### src/hdl/bspq_pkg.sv
package bspq_pkg;

  localparam int DEPTH     = 16;
  localparam int TAG_BITS  = 32;
  localparam int PRIO_BITS = 8;
  localparam int CNT_W     = $clog2(DEPTH + 1);
  localparam int OCC_W     = 5;

  localparam int IN_DATA_W  = 40;
  localparam int OUT_DATA_W = 48;
  localparam int OUT_USER_W = 3;

  localparam logic [1:0] ACT_ENQ  = 2'd0;
  localparam logic [1:0] ACT_DEQ  = 2'd1;
  localparam logic [1:0] ACT_PEEK = 2'd2;

  localparam logic [1:0] ST_DONE  = 2'd0;
  localparam logic [1:0] ST_FULL  = 2'd1;
  localparam logic [1:0] ST_EMPTY = 2'd2;

  typedef struct packed {
    logic [TAG_BITS-1:0]  tag;
    logic [PRIO_BITS-1:0] prio;
  } entry_t;

  // Per-cell control from the queue controller.
  typedef struct packed {
    logic enq;       // insert the new entry this cycle
    logic deq;       // every cell takes its right-hand neighbour
    logic occupied;  // this cell holds an entry
    logic is_slot;   // this cell is the first free one
  } cell_ctrl_t;

endpackage

### src/hdl/bspq_cell.sv
module bspq_cell
  import bspq_pkg::*;
(
  input  logic       clk,
  input  cell_ctrl_t ctrl,
  input  entry_t     new_entry,
  input  entry_t     left_entry,
  input  logic       left_move,
  input  entry_t     right_entry,
  output entry_t     entry,
  output logic       move
);

  entry_t entry_r;
  entry_t entry_nxt;

  // A held entry with a strictly larger priority moves back by one place, so entries of
  // equal priority stay ahead of the newcomer.
  assign move = ctrl.is_slot || (ctrl.occupied && (entry_r.prio > new_entry.prio));

  always_comb begin
    entry_nxt = entry_r;
    if (ctrl.deq) begin
      entry_nxt = right_entry;
    end else if (ctrl.enq && move) begin
      entry_nxt = left_move ? left_entry : new_entry;
    end
  end

  always_ff @(posedge clk) begin
    entry_r <= entry_nxt;
  end

  assign entry = entry_r;

endmodule

### src/hdl/bounded_stable_priority_queue.sv
// Bounded priority queue of DEPTH tagged entries held in a row of cells, front in cell
// zero. The lowest priority value leaves first and entries of equal priority leave in
// arrival order. Each request (enqueue, dequeue or peek, action 3 ignored) yields exactly
// one result carrying a status code, the occupancy after the request and, for a dequeue or
// peek on a non-empty queue, the front entry. All cells compare their priority against
// the new entry in parallel and shift by at most one place, so a new request is taken
// every cycle while the result register is free or being emptied.
module bounded_stable_priority_queue
  import bspq_pkg::*;
(
  input  logic                  clk,
  input  logic                  rst_n,
  input  logic                  in_tvalid,
  output logic                  in_tready,
  input  logic [IN_DATA_W-1:0]  in_tdata,   // entry_tag[31:0], entry_priority[39:32]
  input  logic [1:0]            in_tuser,   // action[1:0]
  output logic                  out_tvalid,
  input  logic                  out_tready,
  output logic [OUT_DATA_W-1:0] out_tdata,  // out_tag[31:0], out_priority[39:32],
                                            // occupancy[44:40], is_full[45],
                                            // is_empty[46], zero[47]
  output logic [OUT_USER_W-1:0] out_tuser   // out_valid[0], status[2:1]
);

  logic [CNT_W-1:0]      count_r;
  logic [CNT_W-1:0]      count_nxt;
  logic                  out_tvalid_r;
  logic [OUT_DATA_W-1:0] out_tdata_r;
  logic [OUT_USER_W-1:0] out_tuser_r;

  logic       accept;
  logic       full;
  logic       empty;
  logic       do_enq;
  logic       do_deq;
  logic [1:0] action;
  logic [1:0] status;
  logic       res_valid;
  entry_t     new_entry;
  entry_t     front;

  entry_t     cell_entry [DEPTH];
  logic       cell_move  [DEPTH];
  cell_ctrl_t cell_ctrl  [DEPTH];

  assign in_tready     = !out_tvalid_r || out_tready;
  assign accept        = in_tvalid && in_tready;
  assign action        = in_tuser;
  assign new_entry.tag  = in_tdata[TAG_BITS-1:0];
  assign new_entry.prio = in_tdata[TAG_BITS +: PRIO_BITS];
  assign full          = (count_r == CNT_W'(DEPTH));
  assign empty         = (count_r == '0);
  assign front         = cell_entry[0];

  always_comb begin
    do_enq    = 1'b0;
    do_deq    = 1'b0;
    status    = ST_DONE;
    res_valid = 1'b0;
    unique case (action)
      ACT_ENQ: begin
        if (full) begin
          status = ST_FULL;
        end else begin
          do_enq = accept;
        end
      end
      ACT_DEQ: begin
        if (empty) begin
          status = ST_EMPTY;
        end else begin
          do_deq    = accept;
          res_valid = 1'b1;
        end
      end
      ACT_PEEK: begin
        if (empty) begin
          status = ST_EMPTY;
        end else begin
          res_valid = 1'b1;
        end
      end
      default: begin
      end
    endcase
  end

  always_comb begin
    count_nxt = count_r;
    if (do_enq) begin
      count_nxt = count_r + CNT_W'(1);
    end else if (do_deq) begin
      count_nxt = count_r - CNT_W'(1);
    end
  end

  for (genvar i = 0; i < DEPTH; i++) begin : g_cell
    entry_t left_entry;
    logic   left_move;
    entry_t right_entry;

    assign cell_ctrl[i].enq      = do_enq;
    assign cell_ctrl[i].deq      = do_deq;
    assign cell_ctrl[i].occupied = (CNT_W'(i) < count_r);
    assign cell_ctrl[i].is_slot  = (CNT_W'(i) == count_r);

    if (i == 0) begin : g_head
      assign left_entry = new_entry;
      assign left_move  = 1'b0;
    end else begin : g_body
      assign left_entry = cell_entry[i-1];
      assign left_move  = cell_move[i-1];
    end

    if (i == DEPTH - 1) begin : g_tail
      assign right_entry = '0;
    end else begin : g_inner
      assign right_entry = cell_entry[i+1];
    end

    bspq_cell u_cell (
      .clk         (clk),
      .ctrl        (cell_ctrl[i]),
      .new_entry   (new_entry),
      .left_entry  (left_entry),
      .left_move   (left_move),
      .right_entry (right_entry),
      .entry       (cell_entry[i]),
      .move        (cell_move[i])
    );
  end

  always_ff @(posedge clk) begin
    if (!rst_n) begin
      count_r      <= '0;
      out_tvalid_r <= 1'b0;
    end else begin
      count_r <= count_nxt;
      if (accept) begin
        out_tvalid_r <= 1'b1;
      end else if (out_tready) begin
        out_tvalid_r <= 1'b0;
      end
    end
  end

  always_ff @(posedge clk) begin
    if (accept) begin
      out_tdata_r <= {1'b0,
                      (count_nxt == '0),
                      (count_nxt == CNT_W'(DEPTH)),
                      OCC_W'(count_nxt),
                      res_valid ? front.prio : '0,
                      res_valid ? front.tag  : '0};
      out_tuser_r <= {status, res_valid};
    end
  end

  assign out_tvalid = out_tvalid_r;
  assign out_tdata  = out_tdata_r;
  assign out_tuser  = out_tuser_r;

  a_count_bound: assert property (@(posedge clk) disable iff (!rst_n)
    count_r <= CNT_W'(DEPTH))
    else $error("entry count beyond capacity");

  a_enq_grows: assert property (@(posedge clk) disable iff (!rst_n)
    (accept && action == ACT_ENQ && !full) |=> (count_r == $past(count_r) + CNT_W'(1)))
    else $error("enqueue did not add an entry");

  a_front_ordered: assert property (@(posedge clk) disable iff (!rst_n)
    (count_r >= CNT_W'(2)) |-> (cell_entry[0].prio <= cell_entry[1].prio))
    else $error("front entries out of priority order");

  a_entry_status: assert property (@(posedge clk) disable iff (!rst_n)
    (out_tvalid_r && out_tuser_r[0]) |-> (out_tuser_r[2:1] == ST_DONE))
    else $error("result carries an entry with a failure status");

endmodule
### config.mk
export PLATFORM = sky130hd
export DESIGN_NAME = bounded_stable_priority_queue
export DESIGN_NICKNAME = d
export VERILOG_FILES = /design/src/hdl/bspq_pkg.sv /design/src/hdl/bspq_cell.sv /design/src/hdl/bounded_stable_priority_queue.sv
export SDC_FILE = /design/constraint.sdc
export NUM_CORES = 2
export LEC_CHECK = 0
export ABC_AREA = 1
export BUFFER_PORTS_ARGS = -buffer_cell sky130_fd_sc_hd__buf_2
export CAP_MARGIN = 20
export CORE_MARGIN = 2
export CORE_UTILIZATION = 40
export CTS_BUF_LIST = sky130_fd_sc_hd__clkbuf_8
export DETAILED_ROUTE_END_ITERATION = 6
export PLACE_DENSITY = 0.66
export REMOVE_ABC_BUFFERS = 1
export SETUP_SLACK_MARGIN = 0.1
export SYNTH_ARGS = -nofsm -noshare
export SYNTH_HDL_FRONTEND = slang
export SYNTH_HIERARCHICAL = 1
export SYNTH_SLANG_ARGS = --single-unit
export TNS_END_PERCENT = 1
### constraint.sdc
create_clock -name clk -period 5.2 [get_ports clk]
set_input_delay 0 -clock clk [delete_from_list [all_inputs] [get_ports clk]]
set_output_delay 0 -clock clk [all_outputs]
set_load 0.02 [all_outputs]
Word level (Yosys, flattened, before mapping)
Index checks and enable logic that the tools add are counted.
Storage, ports and cells
  logic and storage cells: 219
  bits of input ports: 46
  output and inout port bits: 53
  register bits: 696
Cells by class
  eq/ne operators: 19
  $lt $le $gt $ge: 32
  multiplexer cells: 58
  reduce and logical (&&, ||, !) cells: 71
  add/sub/neg operators: 2
Operators by type and width (count)
  40-bit two-way mux: 45
  8-bit greater-than comparator: 16
  4-bit by 5-bit == test with 1-bit output (first input constant): 8
  4-bit by 5-bit < comparator with 1-bit output (first input constant): 8
  1-bit logical AND: 33
  2-bit nonzero test: 16
  3-bit by 5-bit == test with 1-bit output (first input constant): 4
  3-bit by 5-bit < comparator with 1-bit output (first input constant): 4
  1-bit logical OR: 17
  2-bit by 5-bit == test with 1-bit output (first input constant): 2
  5-bit == test (second input constant): 2
  5-bit zero test: 2
  1-bit by 5-bit < comparator with 1-bit output (first input constant): 2
  2-bit by 5-bit < comparator with 1-bit output (first input constant): 2
  5-bit two-way mux: 2
  1-bit two-way mux: 9
  5-bit by 1-bit adder with 5-bit output (second input constant): 1
  1-bit by 5-bit == test with 1-bit output (first input constant): 1
  5-bit by 1-bit subtractor with 5-bit output (second input constant): 1
  2-bit case mux with 2 select lines: 1
  2-bit by 1-bit == test with 1-bit output (second input constant): 1
  2-bit == test (second input constant): 1
  2-bit zero test: 1
  2-bit two-way mux: 1
  other kinds (2): 2

Depth between registers and ports, before layout
  depth in word-level cells: 8
  depth in mapped cells: 16
  depth with buffers taken out: 14

Hierarchy
The synthesis kept the hierarchy.
By module, submodules not included
  bspq_cell: seq. area each 1201.2 µm², cells an instance 263, area an instance 2288.4 µm², instances 16
  bounded_stable_priority_queue: seq. area each 1621.6 µm², cells an instance 289, area an instance 2717.6 µm², instances 1

Least setup slack after synthesis
Ideal clock, no wire load.
  kind: register to register
  from: register out_tvalid_r, in the netlist out_tvalid
  to: register g_cell[0].u_cell.entry_r (netlist bit g_cell[0].u_cell/entry[0]) (enable)
  setup time: 0.398 ns
  cell stages (with the launch flop): 6
  clock period less this slack: 3.855 ns
  arrival: 3.457 ns
  required time: 4.802 ns
  path buffers: 0
  path slack: 1.345 ns
  cell sequence: dfxtp_1 -> a21oi_2 -> nand3_2 -> inv_1 -> nand2_1 -> nand2_1
RTL lines
  from (decl): RTL line bounded_stable_priority_queue.sv:27  | logic out_tvalid_r;
  from (signal assigned): RTL line bounded_stable_priority_queue.sv:136  | out_tvalid_r <= 1'b0;
  from (signal assigned): RTL line bounded_stable_priority_queue.sv:140  | out_tvalid_r <= 1'b1;
  from (signal assigned): RTL line bounded_stable_priority_queue.sv:142  | out_tvalid_r <= 1'b0;
  to (signal assigned): RTL line bspq_cell.sv:31  | entry_r <= entry_nxt;
  to (decl): RTL line bspq_cell.sv:14  | entry_t entry_r;

==> results.ini <==
[outcome]
status = finished clean

[sta]
period_share_pct = 71.82
worst_pin_slew_ns = 1.083
finalSetupTns_ns = 0
slew_viol_final = 0
max_slew_margin_pct = 27.57
rsz0062_at_grt = no
fin_crit_ns = 3.735
hold_viol = 0
fin_skew_ns = 0.06411
max_freq_mhz = 267.8
finalSetupViolations = 0

[synthesis]
avgSynthCellArea_um2 = 8.746
yosys_warnings = 6
synth_top_cell_by_area = edfxtp_1
synthesis.instances = 4497
postSynthRegisterBits = 696
synth-edff-count = 690
synth_cell_types = 32
async_flop_share_pct = 0
synth_ff_type = edfxtp_1
synth-seq-area-share_pct = 52.98
yosys.area.top_type_share_pct = 52.68
syn_area_um2 = 39330
yosys-top-cells-area = edfxtp_1 (53%), a21oi_1 (17%), nand2_1 (8.6%), nor2_1 (7.1%), ha_1 (4.3%)

[clocking]
clkTransAtPathRegs_ns = 0.06
cts_root_buf = clkbuf_8
cts.sinks = 696
cts_setup_buffers = 0
htreeDepth = 3
cts_buffers = 119
cts_max_path_buffers = 3
cts_tree = yes
clk_latency_ns = 0.79

[die]
die_h_um = 317.6
io_pins = 99
dieArea_um2 = 100900
rows = 115
start_util_pct = 40.14
core-area_um2 = 97990
dieWidth_um = 317.6

[power]
ir_drop_v = 0.0001896
power.density_nw_per_um2 = 296.4
totalPowerFinal_mw = 12.56
leakage_nw = 17.53

[detailed_routing]
ant_nets = 0
vias_per_cell = 5.336
first_pass_iters = 6
wire_per_inst_um = 17.71
routed_wl_um = 105000
num_vias = 31650
drtIter0Drc = 3546
drcViolationCount = 0

[global_route]
globalRouteOverflowTotal = 0
antenna_found_initial = 1
grt.total_usage_pct = 20.26
grt_max_degree = 112
grt_pass1_vias = 29760
grt_pass1_wl_um = 168400

[placed_design]
gp_congestion = 0.8346
io_buffer_count = 97
postPlaceCellArea_um2 = 39760
dp_hpwl_um = 72010
dp_cells = 5667

[critical_path]
endpoint_kind = flop
crit_path_start_kind = flop
crit_path_start = count_r[0]
critPathArrivalTime_ns = 4.10
path_max_fanout = 52
required_ns = 5.57
reg2reg_from = count_r[0]
path_class = flop to flop

[cells_and_area]
fillers = 9544
fin_nets = 4732
fin_area_um2 = 42370
area_growth_pct = 7.720
final_util_pct = 43.24
finalNonFillerCells = 5931
drive_above_1_share_pct = 7.883

[job]
maxCapViolations = 0

[min_path]
hold_path_class = primary input to flop
hold_start = in_tdata[37]

==> Yosys cell counts, types with 2 or more instances <==
library cell	n
nor2_1	744
a21o_1	16
ha_1	136
buf_4	66
nand3_1	6
inv_1	270
nor2_2	19
dfxtp_1	6
clkinv_2	16
nand3_2	4
nand2_2	21
o21ai_0	6
inv_2	20
o21ai_1	2
edfxtp_1	690
nor2_4	2
buf_6	82
buf_2	148
nand2_1	898
a21oi_1	1317
a21boi_0	16
xor2_1	2
==> layout by cell type, fill, tap and decap left out, types with 4 or more instances in the layout <==
| cell type | instances |
|---|---|
| clkinv_1 | 31 |
| a21oi_1 | 1317 |
| a21boi_0 | 16 |
| o21ai_0 | 6 |
| clkbuf_8 | 120 |
| clkinv_2 | 26 |
| dfxtp_1 | 6 |
| inv_1 | 317 |
| nor2_1 | 744 |
| nor2_2 | 19 |
| a21o_1 | 16 |
| buf_4 | 40 |
| nand3_2 | 4 |
| dlygate4sd3_1 | 48 |
| nand2_1 | 893 |
| edfxtp_1 | 690 |
| inv_2 | 20 |
| conb_1 | 42 |
| nand2_2 | 26 |
| ha_1 | 136 |
| buf_2 | 97 |
| nand3_1 | 6 |
==> what timing repair did <==
action | in CTS | in global routing
hold buffers | 48 | 0
gates resized for setup | 0 | 0
endpoints found under the hold margin | 571 | 0
==> critical path: stages, from the launching register on <==
cell     delay (ns)
dfxtp_1        0.44
inv_1          0.21
ha_1           0.30
nand2_2        0.13
nor2_4         0.06
nor2_4         0.59
buf_4          0.57
inv_2          0.40
nand2_1        0.16
buf_4          0.47
==> registers in the layout, summed over array words and instances, names as in the netlist <==
signal,cells
out_tdata,47
out_tvalid,1
g_cell.u_cell/entry,640
out_tuser,3
count_r,5
==> cell families after synthesis <==
| kind of cell | count (synthesis) | synth area share, % |
|---|---|---|
| other | 1 | 0.009534 |
| DFF | 696 | 52.98 |
| buffers and inverters | 604 | 8.487 |
| and+or+nand+nor | 1698 | 16.62 |
| adders and majority gates | 136 | 4.326 |
| xor gates and xnor gates | 3 | 0.06681 |
| AOI/OAI and AO/OA | 1359 | 17.51 |
==> per-stage QoR <==
step / hold WS (ns) / worst slack [ns]
floorplan: 0.09763 / -6.932
global placement: 0.2185 / 1.622
detailed placement: 0.2081 / 1.455
CTS: 0.001604 / 1.471
global route: 0.08096 / 1.207
finish: 0.08194 / 1.465
==> path summary, 6_finish.rpt <==
path | end | slack, ns | cells after the start
max | g_cell[5].u_cell/entry[3] | 1.47 | 9
min | g_cell[14].u_cell/entry[5] | 0.08 | 3
max reg2reg | g_cell[5].u_cell/entry[3] | 1.47 | 9
min reg2reg | g_cell[14].u_cell/entry[12] | 0.56 | 2
==> cell type report <==
cell class              count  area (µm²)  area share (%)
well taps                1287        1610           3.801
diodes                      1       2.502        0.005906
inverters                 308        1179           2.782
multi-input cells        3238       15330           36.18
repair buffers            187        1314           3.101
clock buffers             120        1652           3.898
flip-flops and latches    696       20840           49.19
clock inverters            94       444.2           1.048
==> per-layer routing <==
metal	GRT usage, %	vias up	wire, µm	share of wire, %
li1	-	15310	-	-
met1	30.74	14690	48910	47
met2	30.25	1509	44840	43
met3	2.751	137	9295	8.8
met4	5.450	0	1984	1.9
met5	0	-	0	0
==> report_power, final <==
part | internal (mW) | leakage (nW) | switching, mW
Sequential | 6.44 | 6.33 | 0.0871
Combinational | 0.507 | 9.95 | 1.00
Clock | 2.20 | 1.25 | 2.33
Total | 9.14 | 17.5 | 3.42
Note: power is estimated with default switching activity, not from simulation.
